## config.mk

```make
export PLATFORM = sky130hd
export DESIGN_NAME = bkvm_ctrl
export DESIGN_NICKNAME = d
export VERILOG_FILES = /design/src/sv/bkvm_pkg.sv /design/src/sv/bkvm_ctrl.sv
export SDC_FILE = /design/constraint.sdc
export NUM_CORES = 1
export LEC_CHECK = 0
export CAP_MARGIN = 20
export CORE_AREA = 2 2 190 192
export CTS_CLUSTER_SIZE = 16
export DETAILED_ROUTE_END_ITERATION = 10
export DIE_AREA = 0 0 192 194
export DONT_BUFFER_PORTS = 1
export HOLD_SLACK_MARGIN = 0.08
export PLACE_DENSITY = 0.52
export SLEW_MARGIN = 25
export SYNTH_ARGS = -nofsm -noshare
export SYNTH_HDL_FRONTEND = slang
export SYNTH_SLANG_ARGS = --single-unit
```

## constraint.sdc

```tcl
create_clock -name clock -period 9.8 [get_ports clock]
set_clock_uncertainty 0.05 [all_clocks]
set_input_delay 0.49 -clock clock [delete_from_list [all_inputs] [get_ports clock]]
set_output_delay 0.49 -clock clock [all_outputs]
set_load 0.02 [all_outputs]
```

## src/sv/bkvm_pkg.sv

```systemverilog
// Shared types, codes and defaults for the bounded key-value map.
`default_nettype none
package bkvm_pkg;

   localparam int DEF_TABLE_DEPTH = 64;
   localparam int DEF_KEY_BITS    = 64;
   localparam int DEF_VALUE_BITS  = 64;

   localparam int KEY_FIELD_BITS   = 64;
   localparam int VALUE_FIELD_BITS = 64;
   localparam int CAP_BITS         = 7;
   localparam logic [CAP_BITS-1:0] CAP_RESET = 7'd64;

   typedef enum logic [1:0] {
      ACT_LOOKUP = 2'd0,
      ACT_UPDATE = 2'd1,
      ACT_DELETE = 2'd2,
      ACT_NOP    = 2'd3
   } action_type;

   typedef enum logic [1:0] {
      ST_OK        = 2'd0,
      ST_NOT_FOUND = 2'd1,
      ST_EXISTS    = 2'd2,
      ST_FULL      = 2'd3
   } status_type;

   typedef enum logic [4:0] {
      S_IDLE   = 5'b00001,
      S_LAUNCH = 5'b00010,
      S_SCAN   = 5'b00100,
      S_MOVE   = 5'b01000,
      S_FINISH = 5'b10000
   } state_type;

   typedef struct packed {
      action_type                  action;
      logic [KEY_FIELD_BITS-1:0]   lookup_key;
      logic [VALUE_FIELD_BITS-1:0] new_value;
      logic [1:0]                  update_mode;
   } req_type;

   typedef struct packed {
      status_type                  status;
      logic                        hit;
      logic [VALUE_FIELD_BITS-1:0] found_value;
   } rsp_type;

endpackage
`default_nettype wire

```

## src/sv/bkvm_ctrl.sv

```systemverilog
// Request sequencer: scans the stored keys, applies the update or delete, holds the result.
`default_nettype none
module bkvm_ctrl #(
   parameter int TABLE_DEPTH = bkvm_pkg::DEF_TABLE_DEPTH,
   parameter int KEY_BITS    = bkvm_pkg::DEF_KEY_BITS,
   parameter int VALUE_BITS  = bkvm_pkg::DEF_VALUE_BITS,
   localparam int AddrBits   = (TABLE_DEPTH > 1) ? $clog2(TABLE_DEPTH) : 1
) (
   input  wire logic                          clock,
   input  wire logic                          reset,
   input  wire logic                          req_valid,
   output logic                               req_stall,
   input  wire bkvm_pkg::req_type             req_payload,
   output logic                               rsp_valid,
   input  wire logic                          rsp_stall,
   output bkvm_pkg::rsp_type                  rsp_payload,
   input  wire logic                          csr_wr_en,
   input  wire logic [bkvm_pkg::CAP_BITS-1:0] csr_wr_data,
   output logic                               mem_rd_en,
   output logic      [AddrBits-1:0]           mem_rd_addr,
   output logic                               mem_wr_key_en,
   output logic                               mem_wr_val_en,
   output logic      [AddrBits-1:0]           mem_wr_addr,
   output logic      [KEY_BITS-1:0]           mem_wr_key,
   output logic      [VALUE_BITS-1:0]         mem_wr_val,
   input  wire logic [KEY_BITS-1:0]           mem_rd_key,
   input  wire logic [VALUE_BITS-1:0]         mem_rd_val
);

   localparam int CntBits = $clog2(TABLE_DEPTH + 1);
   localparam int CmpBits = (CntBits > bkvm_pkg::CAP_BITS) ? CntBits : bkvm_pkg::CAP_BITS;

   bkvm_pkg::state_type              state_ff, state_in;
   bkvm_pkg::action_type             action_ff, action_in;
   logic [1:0]                       mode_ff, mode_in;
   logic [KEY_BITS-1:0]              key_ff, key_in;
   logic [VALUE_BITS-1:0]            val_ff, val_in;
   logic [AddrBits-1:0]              idx_ff, idx_in;
   logic [AddrBits-1:0]              slot_ff, slot_in;
   logic [CntBits-1:0]               count_ff, count_in;
   logic [bkvm_pkg::CAP_BITS-1:0]    cap_ff, cap_in;
   bkvm_pkg::rsp_type                res_ff, res_in;
   bkvm_pkg::rsp_type                rsp_ff, rsp_in;
   logic                             rsp_valid_ff, rsp_valid_in;

   logic                             full;
   logic [AddrBits-1:0]              last_idx;
   logic                             at_end;

   assign full = (CmpBits'(count_ff) >= CmpBits'(cap_ff)) ||
                 (count_ff == CntBits'(TABLE_DEPTH));
   assign last_idx = AddrBits'(count_ff - CntBits'(1));
   assign at_end   = (idx_ff == last_idx);

   assign req_stall   = (state_ff != bkvm_pkg::S_IDLE);
   assign rsp_valid   = rsp_valid_ff;
   assign rsp_payload = rsp_ff;

   always_comb begin
      state_in      = state_ff;
      action_in     = action_ff;
      mode_in       = mode_ff;
      key_in        = key_ff;
      val_in        = val_ff;
      idx_in        = idx_ff;
      slot_in       = slot_ff;
      count_in      = count_ff;
      cap_in        = csr_wr_en ? csr_wr_data : cap_ff;
      res_in        = res_ff;
      rsp_in        = rsp_ff;
      rsp_valid_in  = rsp_valid_ff && rsp_stall;
      mem_rd_en     = 1'b0;
      mem_rd_addr   = AddrBits'(idx_ff + AddrBits'(1));
      mem_wr_key_en = 1'b0;
      mem_wr_val_en = 1'b0;
      mem_wr_addr   = idx_ff;
      mem_wr_key    = key_ff;
      mem_wr_val    = val_ff;

      case (state_ff)
         bkvm_pkg::S_IDLE: begin
            if (req_valid) begin
               action_in = req_payload.action;
               mode_in   = req_payload.update_mode;
               key_in    = req_payload.lookup_key[KEY_BITS-1:0];
               val_in    = req_payload.new_value[VALUE_BITS-1:0];
               state_in  = bkvm_pkg::S_LAUNCH;
            end
         end
         bkvm_pkg::S_LAUNCH, bkvm_pkg::S_SCAN: begin
            res_in.status      = bkvm_pkg::ST_OK;
            res_in.hit         = 1'b0;
            res_in.found_value = '0;
            if (action_ff == bkvm_pkg::ACT_NOP) begin
               state_in = bkvm_pkg::S_FINISH;
            end else if (state_ff == bkvm_pkg::S_LAUNCH && count_ff != '0) begin
               // Start the scan at the first entry.
               mem_rd_en   = 1'b1;
               mem_rd_addr = '0;
               idx_in      = '0;
               state_in    = bkvm_pkg::S_SCAN;
            end else if (state_ff == bkvm_pkg::S_SCAN && mem_rd_key == key_ff) begin
               res_in.hit = 1'b1;
               state_in   = bkvm_pkg::S_FINISH;
               case (action_ff)
                  bkvm_pkg::ACT_LOOKUP: begin
                     res_in.found_value = bkvm_pkg::VALUE_FIELD_BITS'(mem_rd_val);
                  end
                  bkvm_pkg::ACT_UPDATE: begin
                     if (mode_ff[0]) begin
                        res_in.status = bkvm_pkg::ST_EXISTS;
                     end else begin
                        mem_wr_val_en = 1'b1;
                     end
                  end
                  default: begin
                     // Delete: fetch the last entry so it can fill the freed slot.
                     slot_in     = idx_ff;
                     mem_rd_en   = 1'b1;
                     mem_rd_addr = last_idx;
                     state_in    = bkvm_pkg::S_MOVE;
                  end
               endcase
            end else if (state_ff == bkvm_pkg::S_LAUNCH || at_end) begin
               // The key is absent from the table.
               state_in = bkvm_pkg::S_FINISH;
               if (action_ff != bkvm_pkg::ACT_UPDATE || mode_ff[1]) begin
                  res_in.status = bkvm_pkg::ST_NOT_FOUND;
               end else if (full) begin
                  res_in.status = bkvm_pkg::ST_FULL;
               end else begin
                  mem_wr_key_en = 1'b1;
                  mem_wr_val_en = 1'b1;
                  mem_wr_addr   = count_ff[AddrBits-1:0];
                  count_in      = count_ff + CntBits'(1);
               end
            end else begin
               mem_rd_en = 1'b1;
               idx_in    = AddrBits'(idx_ff + AddrBits'(1));
            end
         end
         bkvm_pkg::S_MOVE: begin
            mem_wr_key_en = 1'b1;
            mem_wr_val_en = 1'b1;
            mem_wr_addr   = slot_ff;
            mem_wr_key    = mem_rd_key;
            mem_wr_val    = mem_rd_val;
            count_in      = count_ff - CntBits'(1);
            state_in      = bkvm_pkg::S_FINISH;
         end
         bkvm_pkg::S_FINISH: begin
            if (!rsp_valid_ff || !rsp_stall) begin
               rsp_in       = res_ff;
               rsp_valid_in = 1'b1;
               state_in     = bkvm_pkg::S_IDLE;
            end
         end
         default: begin
            state_in = bkvm_pkg::S_IDLE;
         end
      endcase
   end

   always_ff @(posedge clock) begin
      if (reset) begin
         state_ff     <= bkvm_pkg::S_IDLE;
         count_ff     <= '0;
         cap_ff       <= bkvm_pkg::CAP_RESET;
         rsp_valid_ff <= 1'b0;
      end else begin
         state_ff     <= state_in;
         count_ff     <= count_in;
         cap_ff       <= cap_in;
         rsp_valid_ff <= rsp_valid_in;
      end
      action_ff <= action_in;
      mode_ff   <= mode_in;
      key_ff    <= key_in;
      val_ff    <= val_in;
      idx_ff    <= idx_in;
      slot_ff   <= slot_in;
      res_ff    <= res_in;
      rsp_ff    <= rsp_in;
   end

endmodule
`default_nettype wire
```

==> results of run 1 <==
==> critical path, stage by stage, from the launching register on <==
cell	delay, ns
edfxtp_1	0.39
xnor2_1	0.50
nand4_1	0.16
or4_4	0.58
nor4_4	0.48
nand2_4	0.15
nor3_4	0.65
mux2i_1	0.67
==> placed cells by master, fill, tap and decap left out, drive strengths merged, types with 3 or more instances in the layout <==
cell type      n
nor3          14
o221ai         6
a31oi          3
nor2b          6
nand2        418
xor2           3
nand3b         4
buf            8
xnor2         72
inv           27
dfxtp         20
ha            10
nor4           6
clkbuf        47
and2          66
clkinv         9
o311ai         3
and3           4
xnor3          3
nand4         36
nor3b          3
a21o           3
nand3          9
or4            4
mux2i         13
a21oi         12
edfxtp       278
dlygate4sd3  184
o211ai         3
nor2          21
o21ai          8
==> registers in the layout, indices dropped and copies added (netlist names) <==
name,cells
mode_ff,2
idx_ff,6
count_ff,7
rsp_valid,1
val_ff,64
state_ff,5
cap_ff,7
res_ff,67
slot_ff,6
key_ff,64
action_ff,2
rsp_payload,67
==> layer usage <==
layer	routed length, um	up-vias	track usage
met5	0	-	0
met4	1370	0	0.0806
met3	3890	81	0.0652
met2	20100	477	0.368
met1	14400	4308	0.228
li1	-	4252	-
==> cell families (layout without fill, tap and decap cells) <==
group | count (synthesis) | in the layout | share of synthesized area
mux | 15 | 15 | 0.0116
other cells | 0 | 1 | 0
fa+ha+maj | 10 | 10 | 0.00952
buf+inv | 70 | 275 | 0.0219
compound gates | 53 | 53 | 0.0296
simple gates | 599 | 599 | 0.207
xor+xnor | 78 | 78 | 0.0551
flops | 298 | 298 | 0.666
==> path summary, 6_finish.rpt <==
path / slack [ns] / cells past startpoint / end
max: 5.14 / 7 / mem_rd_addr[4]
min: 0.11 / 1 / res_ff[62]
max reg2reg: 6.27 / 8 / idx_ff[3]
min reg2reg: 0.36 / 0 / rsp_payload[54]
==> timing repair <==
item	4_1_cts	5_1_grt
resized for setup	0	0
endpoints found under the setup margin	0	0
buffers inserted	0	0
hold buffers	184	0
hold endpoints to repair	181	0
==> cells in the mapped netlist (4+ instances only) <==
cell,instances,area share
nand3b_1,4,0.0023
xnor2_1,72,0.048
and3_1,4,0.0019
clkbuf_2,8,0.0030
nand4_1,36,0.017
nor2_1,21,0.0060
nor3_1,11,0.0042
nand2_1,416,0.12
o221ai_1,6,0.0040
edfxtp_1,278,0.64
nand3_1,9,0.0034
nor4_1,5,0.0024
o21ai_0,7,0.0027
nor2b_1,6,0.0029
and2_1,66,0.031
mux2i_1,13,0.0099
inv_1,23,0.0066
a21oi_1,12,0.0046
ha_1,10,0.0095
dfxtp_1,20,0.030
clkbuf_1,34,0.0097
==> final cells by class <==
cell class,count,area share
well taps,461,0.0350
repair buffers,192,0.117
diodes,1,0.000152
clock inverters,13,0.00569
inverters,23,0.00554
clock buffers,47,0.0552
multi-input cells,755,0.251
flip-flops and latches,298,0.531
==> through the flow <==
step / cell area [sq um] / std cells / utilization
after floorplan: 13100 / 1123 / -
after global placement: 13600 / 1544 / 0.386
after detailed placement: 13600 / 1544 / 0.386
after CTS: 16400 / 1788 / 0.467
after global routing: 16500 / 1790 / 0.468
final: 16500 / 1790 / 0.468
==> power by group through the flow <==
stage	registers (W)	logic (W)	clock network (W)
floorplan	0.00150	0.000170	0
global placement	0.00151	0.000216	0
detailed placement	0.00151	0.000216	0
CTS	0.00148	0.000281	0.00120
global route	0.00149	0.000300	0.00124
finish	0.00148	0.000280	0.00116
==> results.md, run 1 <==
- GRT Total Usage: 0.207
- Internal power: 0.00221 W
- FILL cells: 3205
- R2r startpoint: count_ff[0]
- Row count: 69
- Initial Utilization: 0.373
- Clock power frac: 0.398
- CP required: 9.26 ns
- Antenna violations before repair: 1
- DRT Pass-1 Iters: 7
- Seq/Total Area, Yosys: 0.666
- Via count of the first global-routing pass: 9364
- Sequential Power Share: 0.507
- Run status: complete, no violations
- Final setup fails: 0
- Logic pwr share: 0.096
- Clock root buffer: clkbuf_16
- CP startpoint kind: flop
- Cells after synthesis: 1123
- DRT antenna net count: 0
- Worst vdd ir: 145 uV
- I/O Pins: 484
- Die Height: 194 um
- Layout cell share with drive strength beyond 1: 0.0550
- Slew Limit Fails: 0
- Final hold vios: 0
- Crit path arrival time: 4.12 ns
- CTS tree: yes
- Synth Register Bits: 298
- Switching power: 0.000711 W
- Async set-reset flop share out of synthesis: 0
- Routed via count: 9118
- Max Clk Rate: 214 MHz
- Final WL: 39700 um
- Synthesized area per cell: 11.7 sq um
- Worst hold slack: 0.113 ns
- H-Tree Depth: 2
- Yosys Warn Count: 0
- Hold wc startpoint: mem_rd_val[62]
- FF/Latch Area: 8750 sq um
- Clk buf depth: 3
- Drt drc: 0
- Pin count of the biggest net entering global routing: 94
- CP Class: reg2out
- Number of enable flip-flop cells after synthesis: 278
- Nets: 1586
- Pre-CTS WS: 5.64 ns
- Most used DFF post-synth: edfxtp_1
- PD cells: 177 nW/um^2
- Total congestion overflow: 0
- Vias per cell: 5.09
- Setup TNS: 0 ns
- Critical Path Start: key_ff[13]
- Final critical-path required period: 4.66 ns
- HPWL after DPL: 28600 um
- CTS Buf Count: 34
- Die Wd: 192 um
- RSZ-0062 raised after global routing: false
- CP Max Fanout: 12
- Worst-margin pin slew: 1.02 ns
- Area grow syn2layout: 25.4%
- Syn_nets: 1405
- CTS sink cnt: 298
- Distinct cell type count after synthesis: 59
- Register clock-pin slew on the reported worst setup and hold paths: 0.06 ns
- Tightest Hold Check Type: in2reg
- CP endpoint kind: output port
- Fin crit share: 0.476
- Die ar.: 37200 sq um
- Core Box Area: 35200 sq um
- Initial DRC Count: 452
- First-pass GRT wire length: 56900 um
- Leak: 6.05 nW
- Multi-input gate area: 4130 sq um
- PortBufs: 0
- Setup WS post-layout: 5.14 ns
- Avg WL per Cell: 22.2 um
- Netlist Area Pre-Place: 13100 sq um
- Routability-driven placement congestion ratio: 0.849
- Switching Fraction: 0.243
- MaxCap Viol Count: 0
- Total power draw: 0.00292 W
- Slew Limit Headroom: 0.321
- Worst skew pair latency: 0.54 ns
Note: power is estimated with default switching activity, not from simulation.
==> run 2: changes to the inputs <==
==> constraint.sdc (replaced) <==
create_clock -name clock -period 4.85 [get_ports clock]
set_clock_uncertainty 0.05 [all_clocks]
set_input_delay 0.2425 -clock clock [delete_from_list [all_inputs] [get_ports clock]]
set_output_delay 0.2425 -clock clock [all_outputs]
set_load 0.02 [all_outputs]
==> run 2 against run 1 <==
Compared with the run above: critical path depth is the same; cell count grew 1.6%; first-iteration DRC count up 4.0%; routed wire length rose by 4.0%; clock power up 110%; sequential cell count stayed put; global-route usage up 1.1 points; sequential share of layout area is 1.2 points lower; highest routed layer unchanged; via count is 2.0% higher.
==> results.md, run 2 (synthesized netlist as in run 1, its figures left out) <==
- Die ar.: 37200 sq um (unchanged)
- DRT Pass-1 Iters: 5 (-2)
- Fin crit share: 0.891
- Routed via count: 9301 (+2.0%)
- Vias per cell: 5.11 (+0.38%)
- Row count: 69 (unchanged)
- Final hold vios: 0 (unchanged)
- Cell area after layout: 16800 sq um (+2.2%)
- Initial DRC Count: 470 (+4.0%)
- DRT met1 WL: 15000 um (+4.3%)
- Leak: 6.21 nW (+2.6%)
- CP Max Fanout: 12 (unchanged)
- Critical path's largest stage delay: 0.66 ns (about the same)
- Clk buf depth: 3 (unchanged)
- CTS Buf Count: 34 (unchanged)
- Antenna violations before repair: 0 (-1)
- Pin count of the biggest net entering global routing: 94 (unchanged)
- Register clock-pin slew on the reported worst setup and hold paths: 0.06 ns (about the same)
- Setup TNS: 0 ns (unchanged)
- Area grow syn2layout: 28.2%
- CP max stage cell: nor3_4
- Max Clk Rate: 232 MHz
- Tightest Hold Check Type: in2reg
- R2r setup slk: 1.51 ns (-4.76 ns)
- Core Util, Final: 0.478 (+0.0104)
- Met2 Routed Length: 20900 um (+3.8%)
- DR WL met3: 3840 um (-1.2%)
- Final setup fails: 0 (unchanged)
- Nets: 1618 (+2.0%)
- Most common cell after layout, fill and taps aside: nand2_1
- Initial Utilization: 0.373 (unchanged)
- Worst r2r path cells: 6 (-2)
- FILL cells: 3184 (-0.66%)
- First-pass GRT wire length: 60300 um (+5.9%)
- FF-to-FF End: slot_ff[3]
- Hold Path Depth: 2 (+1)
- Via count of the first global-routing pass: 9799 (+4.6%)
- Routability-driven placement congestion ratio: 0.879 (+3.5%)
- Critical path cell sequence: xnor2_1 > nand4_1 > or2_2 > nor4_4 > nand2_4 > nor3_4 > mux2i_1
- Avg WL per Cell: 22.7 um (+2.3%)
- Final WL: 41300 um (+4.0%)
- PortBufs: 0 (unchanged)
- RSZ-0062 raised after global routing: false
- PD cells: 360 nW/um^2 (+100%)
- MaxCap Viol Count: 0 (unchanged)
- Drt drc: 0 (unchanged)
- Ant diodes: 0 (-1)
- Top Layer Used: met4
- Cell Area, Placed: 13700 sq um (+0.35%)
- Worst vdd ir: 288 uV (+99%)
- Total congestion overflow: 0 (unchanged)
- H-Tree Depth: 2 (unchanged)
- Worst skew pair latency: 0.54 ns (about the same)
- GRT Total Usage: 0.218 (+0.0110)
- CP Class: reg2out
- Slew Limit Fails: 0 (unchanged)
- CTS tree: yes
- End of the worst hold path: rsp_payload[66]
- Worst-margin pin slew: 0.963 ns (-0.0549 ns)
- Final critical-path required period: 4.32 ns
- CTS sink cnt: 298 (unchanged)
- Die Height: 194 um (unchanged)
- Most frequent cells in the layout: nand2_1, edfxtp_1, dlygate4sd3_1
- R2r startpoint: key_ff[54]
- Run status: complete, no violations
- CP startpoint kind: flop
- Layout cell share with drive strength beyond 1: 0.0552 (+0.000258)
- Clock root buffer: clkbuf_16
- Slew Limit Headroom: 0.358 (+0.0366)
- I/O Pins: 484 (unchanged)
- Crit path arrival time: 4.03 ns (-0.09 ns)
- DRT antenna net count: 0 (unchanged)
- Hold wc startpoint: rsp_stall
- Die Wd: 192 um (unchanged)
- HPWL after DPL: 29500 um (+3.3%)
- Core Box Area: 35200 sq um (unchanged)
- CP endpoint kind: output port
- CP required: 4.56 ns (-4.70 ns)
[run 2: power by group]
| part | internal, W | switching [W] | total [W] |
|---|---|---|---|
| Clock | 0.00141 | 0.00106 | 0.00248 |
| Sequential | 0.00293 | 0.0000640 | 0.00299 |
| Combinational | 0.000231 | 0.000359 | 0.000590 |
| Total | 0.00457 | 0.00149 | 0.00606 |
[run 2: how the worst max path moves through the flow]
| stage | start | cells after the start | slack (ns) | endpoint |
|---|---|---|---|---|
| 2_1_floorplan | state_ff[1] | 3 | 0.28 | rsp_payload[0] |
| 3_3_place_gp | key_ff[54] | 7 | 1.04 | mem_rd_addr[0] |
| 3_5_place_dp | key_ff[54] | 7 | 0.98 | mem_rd_addr[0] |
| 4_1_cts | key_ff[54] | 7 | 0.39 | mem_rd_addr[0] |
| 5_1_grt | key_ff[62] | 7 | 0.30 | mem_rd_addr[3] |
| 6_report | key_ff[54] | 7 | 0.53 | mem_rd_addr[0] |
[run 2: worst max-delay path, delay by kind of cell (launching register included)]
| family | cells | cell delay [ns] |
|---|---|---|
| XOR/XNOR | 1 | 0.56 |
| flip-flops | 1 | 0.40 |
| multiplexers | 1 | 0.57 |
| AND/OR/NAND/NOR | 5 | 1.94 |
[run 2: stage by stage]
| step | setup WS, ns | std cells | power [W] | hold WS, ns |
|---|---|---|---|---|
| floorplan | 0.277 | 1123 | 0.00338 | 0.291 |
| global placement | 1.04 | 1547 | 0.00348 | 0.268 |
| detailed placement | 0.982 | 1547 | 0.00348 | 0.268 |
| CTS | 0.387 | 1819 | 0.00613 | 0.0959 |
| global route | 0.296 | 1819 | 0.00627 | 0.113 |
| finish | 0.531 | 1819 | 0.00606 | 0.123 |
[run 2: final cells by class]
cell class / count / area [sq um] / share of cell area
sequential: 298 / 8750 / 0.519
multi-input combinational: 755 / 4130 / 0.245
timing repair buffer: 224 / 2240 / 0.133
clock buffer: 40 / 873 / 0.0518
tap: 461 / 577 / 0.0342
clock inverter: 18 / 180 / 0.0107
inverter: 23 / 91.3 / 0.00542
[run 2: repair_timing]
item / 4_1_cts / 5_1_grt
setup endpoints to repair: 0 / 0
hold buffers: 214 / 0
hold endpoints to repair: 215 / 0
buffers inserted: 0 / 0
gates resized for setup: 0 / 0
[run 2: routing by layer]
layer  track usage  vias up
met3        0.0628       83
met5             0        -
met2         0.387      475
met4        0.0958        0
met1         0.239     4417
li1              -     4326
